--- config.mk ---
export PLATFORM = sky130hd
export DESIGN_NAME = eir_name_field_extractor_top_flat
export DESIGN_NICKNAME = d
export VERILOG_FILES = /design/src/eir_pkg.sv /design/src/eir_if.sv /design/src/eir_name_field_extractor_top.sv /design/src/eir_walk.sv /design/src/flat_wrapper.sv
export SDC_FILE = /design/constraint.sdc
export NUM_CORES = 1
export LEC_CHECK = 0
export ABC_CLOCK_PERIOD_IN_PS = 5800
export BUFFER_PORTS_ARGS = -buffer_cell sky130_fd_sc_hd__buf_2
export CAP_MARGIN = 0
export CORE_AREA = 2 2 93 117
export DETAILED_ROUTE_END_ITERATION = 16
export DIE_AREA = 0 0 95 119
export PLACE_DENSITY = 0.7
export SYNTH_ARGS = -nofsm -noshare
export SYNTH_HDL_FRONTEND = slang
export SYNTH_SLANG_ARGS = --single-unit
export TNS_END_PERCENT = 30
--- constraint.sdc ---
create_clock -name clk -period 5.8 [get_ports clk]
set_input_delay 1.16 -clock clk [delete_from_list [all_inputs] [get_ports clk]]
set_output_delay 1.16 -clock clk [all_outputs]
set_load 0.05 [all_outputs]
--- src/eir_pkg.sv ---
// ----------------------------------------------------------------------------
// eir_pkg: shared types and constants for the local name field extractor
// Field widths, structure type codes, printable range and the result record.
// ----------------------------------------------------------------------------
`default_nettype none

package eir_pkg;

	// payload widths
	localparam int unsigned DataW = 8;
	localparam int unsigned LenW  = 16;

	// structure type codes that carry a local name
	localparam logic [DataW-1:0] TYPE_NAME_SHORT = 8'd8;
	localparam logic [DataW-1:0] TYPE_NAME_FULL  = 8'd9;

	// printable range and the characters that get replaced
	localparam logic [DataW-1:0] CHAR_PRINT_LO = 8'd32;
	localparam logic [DataW-1:0] CHAR_PRINT_HI = 8'd126;
	localparam logic [DataW-1:0] CHAR_QUOTE    = 8'd34;
	localparam logic [DataW-1:0] CHAR_BSLASH   = 8'd92;
	localparam logic [DataW-1:0] CHAR_SUBST    = 8'd63;

	// one result of the walk for one report byte
	typedef struct packed {
		logic             emit;
		logic [DataW-1:0] name_char;
		logic             name_found;
		logic             last;
	} eir_result_t;

endpackage

`default_nettype wire

--- src/eir_if.sv ---
// ----------------------------------------------------------------------------
// eir_if: valid/ready channels of the extractor
// Report byte channel and name result channel, each with source and sink.
// ----------------------------------------------------------------------------
`default_nettype none

// report bytes
interface eir_report_if;
	logic                       valid;
	logic                       ready;
	logic [eir_pkg::DataW-1:0] data_byte;
	logic                       first_byte;
	logic [eir_pkg::LenW-1:0]  report_length;

	modport source (output valid, output data_byte, output first_byte,
		output report_length, input ready);
	modport sink (input valid, input data_byte, input first_byte,
		input report_length, output ready);
endinterface

// name results
interface eir_name_if;
	logic                       valid;
	logic                       ready;
	logic [eir_pkg::DataW-1:0] name_char;
	logic                       name_found;
	logic                       last;

	modport source (output valid, output name_char, output name_found,
		output last, input ready);
	modport sink (input valid, input name_char, input name_found,
		input last, output ready);
endinterface

`default_nettype wire

--- src/eir_name_field_extractor_top.sv ---
// a report byte is held in the input register, and its result is offered from
// the result register
// throughput: one report byte per cycle while results are taken
// a stalled result register holds the walk; the input register still takes
// one more beat while it is empty
// reset: arst_n clears both valid flags and starts the walk at a new report
// ----------------------------------------------------------------------------
// eir_name_field_extractor_top: local name extractor for advertising data
// Input register, walker logic and result register; emits the sanitized
// name bytes of the first name structure or a single not-found result.
// ----------------------------------------------------------------------------
`default_nettype none

module eir_name_field_extractor_top (
	input  wire logic   clk,
	input  wire logic   arst_n,
	eir_report_if.sink  report,
	eir_name_if.source  name
);

	logic                       valid_s1;
	logic [eir_pkg::DataW-1:0] data_s1;
	logic                       first_s1;
	logic [eir_pkg::LenW-1:0]  len_s1;
	logic                       valid_s2;
	logic [eir_pkg::DataW-1:0] char_s2;
	logic                       found_s2;
	logic                       last_s2;
	logic                       s2_free;
	logic                       s1_move;
	eir_pkg::eir_result_t       res;

	// handshakes
	assign s2_free      = !valid_s2 || name.ready;
	assign s1_move      = valid_s1 && s2_free;
	assign report.ready = !valid_s1 || s2_free;

	// input register
	always_ff @(posedge clk or negedge arst_n) begin
		if (!arst_n) begin
			valid_s1 <= 1'b0;
		end else if (report.ready) begin
			valid_s1 <= report.valid;
		end
	end

	always_ff @(posedge clk) begin
		if (report.ready && report.valid) begin
			data_s1  <= report.data_byte;
			first_s1 <= report.first_byte;
			len_s1   <= report.report_length;
		end
	end

	eir_walk u_walk (
		.clk           (clk),
		.arst_n        (arst_n),
		.step          (s1_move),
		.data_byte     (data_s1),
		.first_byte    (first_s1),
		.report_length (len_s1),
		.result        (res)
	);

	// result register
	always_ff @(posedge clk or negedge arst_n) begin
		if (!arst_n) begin
			valid_s2 <= 1'b0;
		end else if (s2_free) begin
			valid_s2 <= valid_s1 && res.emit;
		end
	end

	always_ff @(posedge clk) begin
		if (s2_free) begin
			char_s2  <= res.name_char;
			found_s2 <= res.name_found;
			last_s2  <= res.last;
		end
	end

	assign name.valid      = valid_s2;
	assign name.name_char  = char_s2;
	assign name.name_found = found_s2;
	assign name.last       = last_s2;

endmodule

`default_nettype wire

--- src/eir_walk.sv ---
// ----------------------------------------------------------------------------
// eir_walk: length-type-value walker
// Holds the walk state of the current report and works out the result of
// one report byte; the state advances when step is high.
// ----------------------------------------------------------------------------
`default_nettype none

module eir_walk (
	input  wire logic                       clk,
	input  wire logic                       arst_n,
	input  wire logic                       step,
	input  wire logic [eir_pkg::DataW-1:0] data_byte,
	input  wire logic                       first_byte,
	input  wire logic [eir_pkg::LenW-1:0]  report_length,
	output eir_pkg::eir_result_t            result
);

	typedef enum logic [2:0] {
		PH_LEN,
		PH_TYPE,
		PH_SKIP,
		PH_NAME,
		PH_DONE
	} phase_t;

	phase_t                      phase_q;
	logic [eir_pkg::LenW-1:0]   offset_q;
	logic [eir_pkg::DataW-1:0]  left_q;

	phase_t                      cur_ph;
	phase_t                      nxt_ph;
	logic [eir_pkg::LenW-1:0]   cur_off;
	logic [eir_pkg::LenW-1:0]   nxt_off;
	logic [eir_pkg::DataW-1:0]  cur_left;
	logic [eir_pkg::DataW-1:0]  nxt_left;
	logic [eir_pkg::DataW-1:0]  left_dec;
	logic [eir_pkg::LenW:0]     off_next_wide;
	logic [eir_pkg::LenW:0]     off_plus_len;
	logic                        at_end;
	logic                        overrun;
	logic                        is_name_type;
	logic                        emit;
	logic                        is_name;
	logic                        last;
	logic [eir_pkg::DataW-1:0]  clean_char;

	// a start-of-report byte restarts the walk
	always_comb begin
		if (first_byte) begin
			cur_ph   = PH_LEN;
			cur_off  = '0;
			cur_left = '0;
		end else begin
			cur_ph   = phase_q;
			cur_off  = offset_q;
			cur_left = left_q;
		end
	end

	// end-of-report and overrun checks
	assign off_next_wide = {1'b0, cur_off} + {{eir_pkg::LenW{1'b0}}, 1'b1};
	assign off_plus_len  = {1'b0, cur_off}
		+ {{(eir_pkg::LenW + 1 - eir_pkg::DataW){1'b0}}, data_byte};
	assign at_end  = off_next_wide >= {1'b0, report_length};
	assign overrun = off_plus_len >= {1'b0, report_length};
	assign is_name_type = (data_byte == eir_pkg::TYPE_NAME_SHORT)
		|| (data_byte == eir_pkg::TYPE_NAME_FULL);
	assign left_dec = (cur_left != '0) ? cur_left - 8'd1 : cur_left;

	// name character cleanup
	always_comb begin
		if (data_byte >= eir_pkg::CHAR_PRINT_LO && data_byte <= eir_pkg::CHAR_PRINT_HI
				&& data_byte != eir_pkg::CHAR_QUOTE && data_byte != eir_pkg::CHAR_BSLASH) begin
			clean_char = data_byte;
		end else begin
			clean_char = eir_pkg::CHAR_SUBST;
		end
	end

	// phase transition and result
	always_comb begin
		nxt_ph   = cur_ph;
		nxt_left = cur_left;
		emit     = 1'b0;
		is_name  = 1'b0;
		last     = 1'b0;
		unique case (cur_ph)
			PH_LEN: begin
				if (data_byte == '0 || overrun) begin
					emit   = 1'b1;
					last   = 1'b1;
					nxt_ph = PH_DONE;
				end else begin
					nxt_left = data_byte;
					nxt_ph   = PH_TYPE;
				end
			end
			PH_TYPE: begin
				if (cur_left > 8'd1 && is_name_type) begin
					nxt_left = cur_left - 8'd1;
					nxt_ph   = PH_NAME;
				end else begin
					nxt_left = left_dec;
					nxt_ph   = (left_dec != '0) ? PH_SKIP : PH_LEN;
				end
			end
			PH_SKIP: begin
				nxt_left = left_dec;
				if (left_dec == '0) begin
					nxt_ph = PH_LEN;
				end
			end
			PH_NAME: begin
				emit     = 1'b1;
				is_name  = 1'b1;
				nxt_left = left_dec;
				if (left_dec == '0) begin
					last   = 1'b1;
					nxt_ph = PH_DONE;
				end
			end
			default: begin
				nxt_ph = PH_DONE;
			end
		endcase
		// last byte of the report closes an open walk
		if (cur_ph != PH_DONE && nxt_ph != PH_DONE && at_end) begin
			emit   = 1'b1;
			last   = 1'b1;
			nxt_ph = PH_DONE;
		end
	end

	// offset saturates at its top value, frozen once the walk is done
	always_comb begin
		if (cur_ph != PH_DONE && cur_off != '1) begin
			nxt_off = off_next_wide[eir_pkg::LenW-1:0];
		end else begin
			nxt_off = cur_off;
		end
	end

	assign result.emit       = emit;
	assign result.name_char  = is_name ? clean_char : '0;
	assign result.name_found = is_name;
	assign result.last       = last;

	// walk state
	always_ff @(posedge clk or negedge arst_n) begin
		if (!arst_n) begin
			phase_q  <= PH_LEN;
			offset_q <= '0;
			left_q   <= '0;
		end else if (step) begin
			phase_q  <= nxt_ph;
			offset_q <= nxt_off;
			left_q   <= nxt_left;
		end
	end

endmodule

`default_nettype wire

--- src/flat_wrapper.sv ---
// flat-port wrapper written by rule: the top's interface ports become plain ports
module eir_name_field_extractor_top_flat 
  (clk, arst_n, report_valid, report_data_byte, report_first_byte, report_report_length, report_ready, name_valid, name_name_char, name_name_found, name_last, name_ready);
  eir_report_if report_i ();
  eir_name_if name_i ();
  input  wire logic clk;
  input  wire logic arst_n;
  input wire logic [$bits(report_i.valid)-1:0] report_valid;
  input wire logic [$bits(report_i.data_byte)-1:0] report_data_byte;
  input wire logic [$bits(report_i.first_byte)-1:0] report_first_byte;
  input wire logic [$bits(report_i.report_length)-1:0] report_report_length;
  output wire logic [$bits(report_i.ready)-1:0] report_ready;
  output wire logic [$bits(name_i.valid)-1:0] name_valid;
  output wire logic [$bits(name_i.name_char)-1:0] name_name_char;
  output wire logic [$bits(name_i.name_found)-1:0] name_name_found;
  output wire logic [$bits(name_i.last)-1:0] name_last;
  input wire logic [$bits(name_i.ready)-1:0] name_ready;
  assign report_i.valid = report_valid;
  assign report_i.data_byte = report_data_byte;
  assign report_i.first_byte = report_first_byte;
  assign report_i.report_length = report_report_length;
  assign report_ready = report_i.ready;
  assign name_valid = name_i.valid;
  assign name_name_char = name_i.name_char;
  assign name_name_found = name_i.name_found;
  assign name_last = name_i.last;
  assign name_i.ready = name_ready;
  eir_name_field_extractor_top u_core (.clk(clk), .arst_n(arst_n), .report(report_i), .name(name_i));
endmodule
Yosys cells after proc, flatten, opt, wreduce, memory -nomap -nowiden. Index checks and enable logic that the tools add are counted. Widths: inputs -> output; s select.

Add/subtract/negate cells: 3. Multiply operators: 0. Divide/modulo/power cells: 0. $lt $le $gt $ge: 5. Eq/ne operators: 10. Shifts and indexed selects: 0. Mux-type cells: 22. Bitwise logic cells: 0. Reductions and logical operators: 23.

Operator list (number): $ge 17x16->1 (2); $mux 16 (2); $mux 8 (4); $pmux 8 s3 (1); $add 16x1->17 const B (1); $add 16x8->17 (1); $eq 8x4->1 const B (2); $logic_not 8->1 (2); $ne 16x16->1 const B (1); $reduce_bool 8->1 (2); $mux 3 (5); $pmux 3 s4 (1); $logic_and 1x1->1 (10); $ge 8x6->1 const B (1); $gt 8x1->1 const B (1); $le 8x7->1 const B (1); $ne 8x6->1 const B (1); $ne 8x7->1 const B (1); $sub 8x1->8 const B (1); $eq 3x2->1 const B (2); $mux 6 (1); $ne 3x3->1 const B (2); $logic_or 1x1->1 (4); $mux 1 (4); 7 further kinds (10).

Bits in registers: 64. Bits in latches: 0. Bits in writable memories: 0. Memory bits (read-only): 0. Input port bits: 29. Output and inout bits: 12. Logic and storage cells: 75. Memories kept: 0.

Depth between registers and ports, before layout. Gate-level depths: netlist of run 1.

Depth in word-level cells: 12. Depth in mapped cells: 23. Mapped depth without buffers: 20.

Cells and area by module. From an unflattened synthesis of run 1, not the netlist that was laid out.

Cells, all modules: 525. Area, all modules: 4853.4 sq um.

By module, submodules not included: eir_walk (times used 1, cells an instance 481, area each 3712.3 sq um, seq. area each 675.6 sq um); eir_name_field_extractor_top (times used 1, cells an instance 44, area each 1141.1 sq um, seq. area each 1101.1 sq um).

Worst setup path before layout of run 1. Ideal clock, no wire load.

Path kind: register -> register. From: register u_core.first_s1. To: register u_core.u_walk.left_q[0] in the netlist's numbering. Library setup time: 126 ps. Arrival: 4633 ps. Required time: 5674 ps. Setup slack: 1041 ps. Stages on the path, launching flop included: 22. Path buffers: 4. Period minus slack after synthesis: 4759 ps. Cell sequence: edfxtp_1 buf_6 buf_2 buf_2 buf_1 nor2b_1 fa_1 o221ai_1 a21oi_2 o211ai_1 a21oi_2 o21ai_4 o21ai_0 o21ai_0 ha_1 a211oi_1 o211ai_1 or3_1 a21oi_4 o21a_2 mux2i_1 a221o_1.

Word-level cells in the longest chain between the ends: 6. Elaborated cells between the ends (all ways): 19. Classes of those cells: add/sub (2); order compare (2); eq/ne (3); mux (7); reduce/logical (5).

Ends and longest elaborated chain: start: declaration (RTL line eir_name_field_extractor_top.sv:23) `logic first_s1;`; start signal: assignment (RTL line eir_name_field_extractor_top.sv:50) `first_s1 <= report.first_byte;`; $mux 16 (RTL line eir_walk.sv:49) `if (first_byte) begin`; $add 16x8->17 (RTL line eir_walk.sv:63) `+ {{(eir_pkg::LenW + 1 - eir_pkg::DataW){1'b0}}, data_byte};`; $ge 17x16->1 (RTL line eir_walk.sv:65) `assign overrun = off_plus_len >= {1'b0, report_length};`; $logic_or 1x1->1 (RTL line eir_walk.sv:89) `if (data_byte == '0 || overrun) begin`; $mux 8 (RTL line eir_walk.sv:89); $pmux 8 s3 * (RTL line eir_walk.sv:87) `unique case (cur_ph)`; end signal: assignment (RTL line eir_walk.sv:157) `left_q <= nxt_left;`; end: declaration (RTL line eir_walk.sv:28) `logic [eir_pkg::DataW-1:0] left_q;`.

Every way passes the cells marked *; elsewhere a longest branch is shown, timed or not. A chain may end at the register's enable or synchronous reset.

Worst setup path in the final report of run 1.
From: register u_core.u_walk.offset_q[0] in the netlist's numbering. To: register u_core.u_walk.left_q[5] in the netlist's numbering.

Word-level cells in the longest chain between the ends: 6.

Ends and longest elaborated chain: start: declaration (RTL line eir_walk.sv:27) `logic [eir_pkg::LenW-1:0] offset_q;`; start signal: assignment (RTL line eir_walk.sv:156) `offset_q <= nxt_off;`; $mux 16 (RTL line eir_walk.sv:49); $add 16x8->17 (RTL line eir_walk.sv:63); $ge 17x16->1 (RTL line eir_walk.sv:65); $logic_or 1x1->1 (RTL line eir_walk.sv:89); $mux 8 (RTL line eir_walk.sv:89); $pmux 8 s3 (RTL line eir_walk.sv:87).

Every way passes these cells.

==> out/results.tsv, run 1 <==
stage	metric	value	unit
cells_and_area	area growth from synthesis to layout	10.56	%
pwr	portion of total power attributed to the clock network	0.337	
cells_and_area	number of antenna repair diodes	0	
clock_network	clock tree from TritonCTS	yes	
synthesis	number of synthesized flops with an enable pin	35	
global_routing	Overall Global Routing Usage	0.2374	
critical_path	signal arrival time at the worst endpoint	5130	ps
outcome	result of the run	finished clean	
clock_network	clock latency at the later pin of the worst-skew pair	340	ps
synthesis	number of warning messages in the yosys log	0	
critical_path	number of cell instances on the worst register-to-register path	20	
pwr	net load switching power	567.6	uW
drt	router iterations before antenna repair	5	
pwr	ratio of total power to cell area	290.1	nW/um^2
pwr	sequential cell fraction of total power	0.393	
clock_network	clock buffers created by TritonCTS	9	
sta	setup-violating endpoint count in the final report	0	
die	num rows	42	
global_routing	pin count of the biggest net entering global routing	50	
sta	Worst-Margin Slew	1060	ps
pwr	Max rail drop VDD	0.1659	mV
clock_network	clock tree root buffer cell	sky130_fd_sc_hd__clkbuf_16	
sta	RSZ-0062 raised after global routing	no	
drt	routed wire length	12680	um
clock_network	total clock sinks	64	
die	Die Outline Area	11310	um^2
critical_path	type of origin of the critical path	flop	
synthesis	Gate Count Post-Synth	548	
critical_path	worst reg2reg setup slack	920	ps
pwr	cell leakage power	2.347	nW
synthesis	part of the Yosys area used for sequential elements	0.3553	
sta	aggregate negative setup slack	0	ps
cells_and_area	fraction of layout instances using a drive strength above 1	0.1776	
die	Ports	41	
global_routing	residual overflow from global routing	0	
die	Initial Utilization	0.4831	
clock_network	CTS H-Tree Depth	3	
global_routing	vias in the first global route	4193	
drt	DRT antenna net count	0	
die	die width	95	um
critical_path	Max FO, Critical Path	7	
sta	share of the cycle needed by the critical path after routing	0.8409	
synthesis	flip-flop and latch count after synthesis	64	
sta	Fin Clk Skew	8.343	ps
clock_network	buffers inserted during post-CTS setup optimization	0	
synthesis	Synth Area per Inst	9.126	um^2
drt	routed len/inst	17.81	um
pwr	proportion of power drawn by combinational gates	0.270	
critical_path	path type of the worst setup path	reg -> reg	
pwr	Internal Dissipation	1.036	mW
synthesis	synthesized area	5001	um^2
critical_path	critical register-to-register path endpoint	u_core.u_walk.left_q[5]	
placed_design	post-detailed-placement cell area	5233	um^2
sta	minimum clock period	4877	ps
die	core outline area	10350	um^2
worst_hold_path	startpoint of the tightest hold check path	u_core.u_walk.offset_q[6]	
pwr	power after layout	1.604	mW
synthesis	count of unique library cells instantiated by Yosys	81	
sta	relative slew slack	0.2934	
worst_hold_path	depth of the worst hold-timing path	1	
critical_path	critical path startpoint	u_core.u_walk.offset_q[0]	
critical_path	beginning of the worst register-to-register path	u_core.u_walk.offset_q[0]	
placed_design	Post-DP HPWL	9535	um
global_routing	number of antenna violations at the first check in global routing	0	
global_routing	global-route wire length before repair	20720	um
drt	Residual DRC	0	
placed_design	Port-buffer cells	40	
sta	number of slew-limit violations in the final report	0	
cells_and_area	number of inserted filler cells in the final layout	925	
placed_design	global placer's final weighted congestion	0.9332	
job	number of maximum-capacitance violations	0	
clock_network	clock edge transition at the registers on the reported setup and hold paths	50	ps
worst_hold_path	type of the tightest min-delay check	reg -> reg	
synthesis	Synth Net Count	617	
synthesis	FFs w/ async S/R, synth	0.4531	
die	die extent in y	119	um
cells_and_area	Layout Nets	644	
cells_and_area	final core utilization	0.5341	
sta	maximum frequency from static timing analysis	205.0	MHz
clock_network	total of cells resized after clock tree synthesis	0	
sta	count of endpoints failing hold in the final timing report	0	
critical_path	data required time of the worst path	6050	ps
drt	number of design-rule violations left by the first detailed-router iteration	323	
pwr	proportion of total power due to net switching	0.3539	
clock_network	maximum buffer depth of the clock tree	2	
clock_network	# hold bufs at CTS	0	
cells_and_area	fin area	5529	um^2
critical_path	type of destination of the critical path	flop	
synthesis	leading register cell type out of synthesis	sky130_fd_sc_hd__edfxtp_1	
worst_hold_path	hold-critical path endpoint	u_core.u_walk.offset_q[6]	
drt	total number of vias	4303	
drt	ratio of routed vias to standard cells	6.044	
how the worst max path moves through the flow:
stage	end	slack, ps	cells after the start
after floorplan	u_core.u_walk.left_q[0]	1040	21
after global placement	u_core.u_walk.left_q[5]	1090	20
after detailed placement	u_core.u_walk.left_q[5]	1040	20
after CTS	u_core.u_walk.left_q[5]	1000	20
after global routing	u_core.u_walk.left_q[7]	650	20
final	u_core.u_walk.left_q[5]	920	20
logic make-up (layout without fill, tap and decap cells):
kind of cell / Yosys count / after routing / share of synthesized area
and+or+nand+nor: 212 / 212 / 0.2267
muxes: 8 / 8 / 0.01726
other: 1 / 1 / 0.0007498
buffers and inverters: 55 / 87 / 0.05079
adders and majority gates: 41 / 41 / 0.1038
DFF: 64 / 64 / 0.3553
AOI/OAI and AO/OA: 139 / 139 / 0.1964
xor gates and xnor gates: 28 / 28 / 0.04904
registers in the layout, summed over array words and instances, names as in the netlist:
register,flops
u_core.name.name_char,8
u_core.first_s1,1
u_core.name.valid,1
u_core.u_walk.left_q,8
u_core.u_walk.phase_q,3
u_core.name.last,1
u_core.valid_s1,1
u_core.data_s1,8
u_core.u_walk.offset_q,16
u_core.len_s1,16
u_core.name.name_found,1
cells in the final DEF (no fill, tap or decap), types with 6 or more instances in the layout:
cell type / count
sky130_fd_sc_hd__nor2_1: 57
sky130_fd_sc_hd__buf_2: 40
sky130_fd_sc_hd__dfrtp_1: 29
sky130_fd_sc_hd__nand3_1: 13
sky130_fd_sc_hd__inv_1: 29
sky130_fd_sc_hd__edfxtp_1: 35
sky130_fd_sc_hd__a31oi_1: 6
sky130_fd_sc_hd__o211ai_1: 7
sky130_fd_sc_hd__xor2_1: 14
sky130_fd_sc_hd__xnor2_1: 14
sky130_fd_sc_hd__o21ai_0: 32
sky130_fd_sc_hd__nor2b_1: 14
sky130_fd_sc_hd__clkbuf_16: 9
sky130_fd_sc_hd__a21oi_1: 31
sky130_fd_sc_hd__nand2_1: 49
sky130_fd_sc_hd__ha_1: 39
sky130_fd_sc_hd__o31ai_1: 9
sky130_fd_sc_hd__nor3_1: 6
sky130_fd_sc_hd__o21a_1: 6
sky130_fd_sc_hd__nor2_2: 6
sky130_fd_sc_hd__nand4_1: 14
power by group through the flow:
stage                     sequential [mW]  combinational [mW]  clock [mW]
after global routing                0.642               0.476       0.567
after floorplan                     0.640               0.318           0
final                               0.630               0.432       0.541
after detailed placement            0.637               0.430           0
after CTS                           0.628               0.432       0.547
after global placement              0.633               0.422           0
stage by stage:
stage / std cells / setup WS, ps / hold slack (ps)
final: 712 / 922.6 / 553.7
after global routing: 712 / 647.4 / 593.6
after CTS: 712 / 1003 / 548.7
after detailed placement: 696 / 1042 / 534.4
after global placement: 696 / 1087 / 504.9
after floorplan: 548 / 1041 / 483.2
worst max-delay path: stages (launching register included):
cell	delay (ps)
sky130_fd_sc_hd__dfrtp_1	400
sky130_fd_sc_hd__nor2b_1	190
sky130_fd_sc_hd__ha_1	240
sky130_fd_sc_hd__fa_1	460
sky130_fd_sc_hd__o221ai_1	220
sky130_fd_sc_hd__a21oi_2	70
sky130_fd_sc_hd__o211ai_1	220
sky130_fd_sc_hd__a21oi_2	110
sky130_fd_sc_hd__o21ai_4	270
sky130_fd_sc_hd__a21boi_0	170
sky130_fd_sc_hd__o21ai_0	240
sky130_fd_sc_hd__xnor2_1	120
sky130_fd_sc_hd__ha_1	320
sky130_fd_sc_hd__nand4_1	170
sky130_fd_sc_hd__nor4_1	390
sky130_fd_sc_hd__nand4_1	220
sky130_fd_sc_hd__o211ai_1	210
sky130_fd_sc_hd__a21oi_4	90
sky130_fd_sc_hd__o21ai_4	140
sky130_fd_sc_hd__mux2_1	350
sky130_fd_sc_hd__o221ai_1	170
cell type report:
type / instances / area (um^2) / share of cell area
clock inverter: 7 / 71.32 / 0.01290
timing repair buffer: 41 / 207.7 / 0.03757
tap: 132 / 165.2 / 0.02987
sequential: 64 / 1777 / 0.3213
inverter: 30 / 112.6 / 0.02037
clock buffer: 9 / 225.2 / 0.04073
multi-input combinational: 429 / 2970 / 0.5372
cell usage after synthesis, types with 6 or more instances:
library cell               number  area share
sky130_fd_sc_hd__buf_2         11       0.011
sky130_fd_sc_hd__inv_1         29       0.022
sky130_fd_sc_hd__nand3_1       13       0.013
sky130_fd_sc_hd__xnor2_1       14       0.025
sky130_fd_sc_hd__o31ai_1        9       0.014
sky130_fd_sc_hd__edfxtp_1      35        0.21
sky130_fd_sc_hd__nor2b_1       14       0.018
sky130_fd_sc_hd__a21oi_1       31       0.031
sky130_fd_sc_hd__a31oi_1        6      0.0075
sky130_fd_sc_hd__o211ai_1       7       0.011
sky130_fd_sc_hd__nor3_1         6      0.0060
sky130_fd_sc_hd__o21ai_0       32       0.032
sky130_fd_sc_hd__nand2_1       49       0.037
sky130_fd_sc_hd__dfrtp_1       29        0.15
sky130_fd_sc_hd__nor2_1        57       0.043
sky130_fd_sc_hd__o21a_1         6      0.0090
sky130_fd_sc_hd__nor2_2         6      0.0075
sky130_fd_sc_hd__nand4_1       14       0.018
sky130_fd_sc_hd__ha_1          39       0.098
sky130_fd_sc_hd__xor2_1        14       0.025
metal layers:
| layer | GRT usage | wire (um) | up-vias | share of wire |
|---|---|---|---|---|
| li1 | - | - | 2037 | - |
| met1 | 0.2819 | 5100 | 2070 | 0.40 |
| met2 | 0.4171 | 6572 | 163 | 0.52 |
| met3 | 0.03605 | 627 | 33 | 0.049 |
| met4 | 0.1042 | 378 | 0 | 0.030 |
| met5 | 0 | 0 | - | 0 |
No activity file was read; power rests on OpenSTA's default activity.
==> run 2: changes to the inputs <==
Settings changed: ABC_CLOCK_PERIOD_IN_PS 5800 to 4600.
Clock period 5.8 ns to 4.6 ns, I/O delays scaled along.
==> run 2 against run 1 <==
Against the previous run: clock power up 26%; largest cell class unchanged; critical path depth is 1 lower; sequential power grew 25%; clock-buffer cell count unchanged; worst setup slack lost 720 ps; combinational power up 34%.
==> out/results.tsv, run 2 (synthesized netlist as in run 1, its figures left out) <==
stage	metric	value	unit
sta	relative slew slack	0.5052	
pwr	portion of total power attributed to the clock network	0.332	
sta	share of the cycle needed by the critical path after routing	0.9559	
pwr	power after layout	2.048	mW
die	Ports	41	
sta	Fin Clk Skew	6.640	ps
global_routing	pin count of the biggest net entering global routing	30	
pwr	cell leakage power	2.430	nW
drt	DRT antenna net count	0	
clock_network	CTS H-Tree Depth	3	
pwr	sequential cell fraction of total power	0.384	
cells_and_area	fraction of layout instances using a drive strength above 1	0.2131	
die	num rows	42	
drt	routed wire length	13160	um
drt	Routed met1 length	5223	um
drt	total number of vias	4331	
critical_path	critical path startpoint	u_core.first_s1	
clock_network	total clock sinks	64	
critical_path	number of cell instances on the worst register-to-register path	19	
drt	routed len/inst	18.08	um
clock_network	clock tree root buffer cell	sky130_fd_sc_hd__clkbuf_16	
die	die extent in y	119	um
drt	router iterations before antenna repair	5	
die	Initial Utilization	0.4831	
critical_path	data required time of the worst path	4830	ps
sta	setup-violating endpoint count in the final report	0	
drt	amount of wire on met3 after detailed routing	623	um
placed_design	Post-DP HPWL	9842	um
sta	count of endpoints failing hold in the final timing report	0	
placed_design	global placer's final weighted congestion	0.9499	
global_routing	global-route wire length before repair	20590	um
cells_and_area	number of inserted filler cells in the final layout	944	
pwr	proportion of power drawn by combinational gates	0.283	
clock_network	clock edge transition at the registers on the reported setup and hold paths	60	ps
cells_and_area	leading cell types in the layout, fill and taps excluded	sky130_fd_sc_hd__nor2_1, sky130_fd_sc_hd__nand2_1, sky130_fd_sc_hd__buf_2, sky130_fd_sc_hd__ha_1, sky130_fd_sc_hd__edfxtp_1	
critical_path	critical path capture point	u_core.u_walk.left_q[0]	
sta	Worst-Margin Slew	742.2	ps
sta	minimum clock period	4397	ps
critical_path	beginning of the worst register-to-register path	u_core.first_s1	
placed_design	placed cell count	707	
global_routing	vias in the first global route	4088	
job	number of maximum-capacitance violations	0	
sta	RSZ-0062 raised after global routing	no	
global_routing	residual overflow from global routing	0	
die	core outline area	10350	um^2
critical_path	critical register-to-register path endpoint	u_core.u_walk.left_q[0]	
placed_design	Port-buffer cells	40	
critical_path	type of destination of the critical path	flop	
cells_and_area	Layout Nets	660	
pwr	net load switching power	723.2	uW
critical_path	type of origin of the critical path	flop	
pwr	ratio of total power to cell area	358.9	nW/um^2
pwr	Max rail drop VDD	0.2217	mV
global_routing	number of antenna violations at the first check in global routing	0	
critical_path	Max FO, Critical Path	5	
cells_and_area	sequential cell area	1777	um^2
critical_path	path type of the worst setup path	reg -> reg	
cells_and_area	area growth from synthesis to layout	14.11	%
cells_and_area	multi-input gate area in the final layout	3024	um^2
cells_and_area	Regs by FF count	u_core.len_s1 x16, u_core.u_walk.offset_q x16	
critical_path	signal arrival time at the worst endpoint	4620	ps
drt	Residual DRC	0	
worst_hold_path	type of the tightest min-delay check	reg -> reg	
sta	aggregate negative setup slack	0	ps
drt	number of design-rule violations left by the first detailed-router iteration	305	
outcome	result of the run	finished clean	
die	die width	95	um
cells_and_area	number of antenna repair diodes	0	
die	Die Outline Area	11310	um^2
pwr	proportion of total power due to net switching	0.3531	
clock_network	clock latency at the later pin of the worst-skew pair	340	ps
cells_and_area	number of non-filler instances in the completed layout	728	
clock_network	clock tree from TritonCTS	yes	
drt	met2 routed WL	6770	um
clock_network	maximum buffer depth of the clock tree	2	
cells_and_area	leading cell type in the layout, fill and taps excluded	sky130_fd_sc_hd__nor2_1	
drt	ratio of routed vias to standard cells	5.949	
global_routing	Overall Global Routing Usage	0.2402	
clock_network	clock buffers created by TritonCTS	9	
pwr	Internal Dissipation	1.325	mW
drt	top routing layer used	met4	
critical_path	worst reg2reg setup slack	200	ps
sta	maximum frequency from static timing analysis	227.4	MHz
sta	number of slew-limit violations in the final report	0	
==> run 2: layout make-up <==
type | count | area share
multi-input combinational | 429 | 0.5299
clock inverter | 7 | 0.01250
sequential | 64 | 0.3113
clock buffer | 9 | 0.03947
tap | 132 | 0.02894
timing repair buffer | 57 | 0.05810
inverter | 30 | 0.01973
==> run 2: repair_timing <==
| item | CTS | global route |
|---|---|---|
| setup buffers | 0 | 5 |
| setup endpoints to repair | 0 | 8 |
| resized for setup | 0 | 9 |
| hold buffers | 0 | 0 |
==> run 2: per-layer routing <==
| layer | vias to the layer above | track usage |
|---|---|---|
| li1 | 2080 | - |
| met1 | 2072 | 0.2849 |
| met2 | 142 | 0.4162 |
| met3 | 37 | 0.04238 |
| met4 | 0 | 0.1096 |
| met5 | - | 0 |
==> run 2: power groups by stage <==
| stage | combinational (mW) | clock, mW | sequential (mW) |
|---|---|---|---|
| floorplan | 0.404 | 0 | 0.808 |
| global placement | 0.552 | 0 | 0.790 |
| detailed placement | 0.560 | 0 | 0.795 |
| CTS | 0.564 | 0.691 | 0.784 |
| global route | 0.634 | 0.717 | 0.802 |
| finish | 0.580 | 0.681 | 0.787 |
==> run 2: how the worst min path moves through the flow <==
| stage | start | to | slack, ps | cells past startpoint |
|---|---|---|---|---|
| final | u_core.u_walk.offset_q[6] | u_core.u_walk.offset_q[6] | 550 | 1 |
| after global routing | u_core.u_walk.left_q[1] | u_core.u_walk.left_q[1] | 610 | 2 |
| after CTS | u_core.u_walk.offset_q[6] | u_core.u_walk.offset_q[6] | 560 | 1 |
| after detailed placement | u_core.u_walk.offset_q[6] | u_core.u_walk.offset_q[6] | 540 | 1 |
| after global placement | u_core.u_walk.offset_q[1] | u_core.u_walk.offset_q[1] | 540 | 2 |
| after floorplan | u_core.u_walk.offset_q[1] | u_core.u_walk.offset_q[1] | 490 | 2 |
==> run 2: through the flow <==
stage / hold slack [ps] / setup slack, ps / utilization / area, um^2
global route: 613.1 / 5.293 / 0.5512 / 5707
CTS: 555.4 / 144.4 / 0.5428 / 5619
detailed placement: 544.4 / 187.3 / 0.5141 / 5323
floorplan: 491.5 / 3.554 / - / 5012
global placement: 538.2 / 288.7 / 0.5141 / 5323
finish: 551.0 / 203.1 / 0.5512 / 5707
==> run 2: critical path, cell delays in order, from the launching register on <==
cell,delay [ps]
sky130_fd_sc_hd__edfxtp_1,440
sky130_fd_sc_hd__buf_6,160
sky130_fd_sc_hd__nor2b_4,170
sky130_fd_sc_hd__ha_4,220
sky130_fd_sc_hd__a21o_1,200
sky130_fd_sc_hd__maj3_2,310
sky130_fd_sc_hd__a22oi_2,250
sky130_fd_sc_hd__nand4b_4,150
sky130_fd_sc_hd__a31o_4,270
sky130_fd_sc_hd__nand4_1,100
sky130_fd_sc_hd__xor2_1,160
sky130_fd_sc_hd__nor2_1,60
sky130_fd_sc_hd__ha_1,220
sky130_fd_sc_hd__a211oi_2,170
sky130_fd_sc_hd__o211ai_1,150
sky130_fd_sc_hd__or3_4,430
sky130_fd_sc_hd__a21oi_4,210
sky130_fd_sc_hd__o21a_2,230
sky130_fd_sc_hd__mux2i_1,90
sky130_fd_sc_hd__a221o_1,290
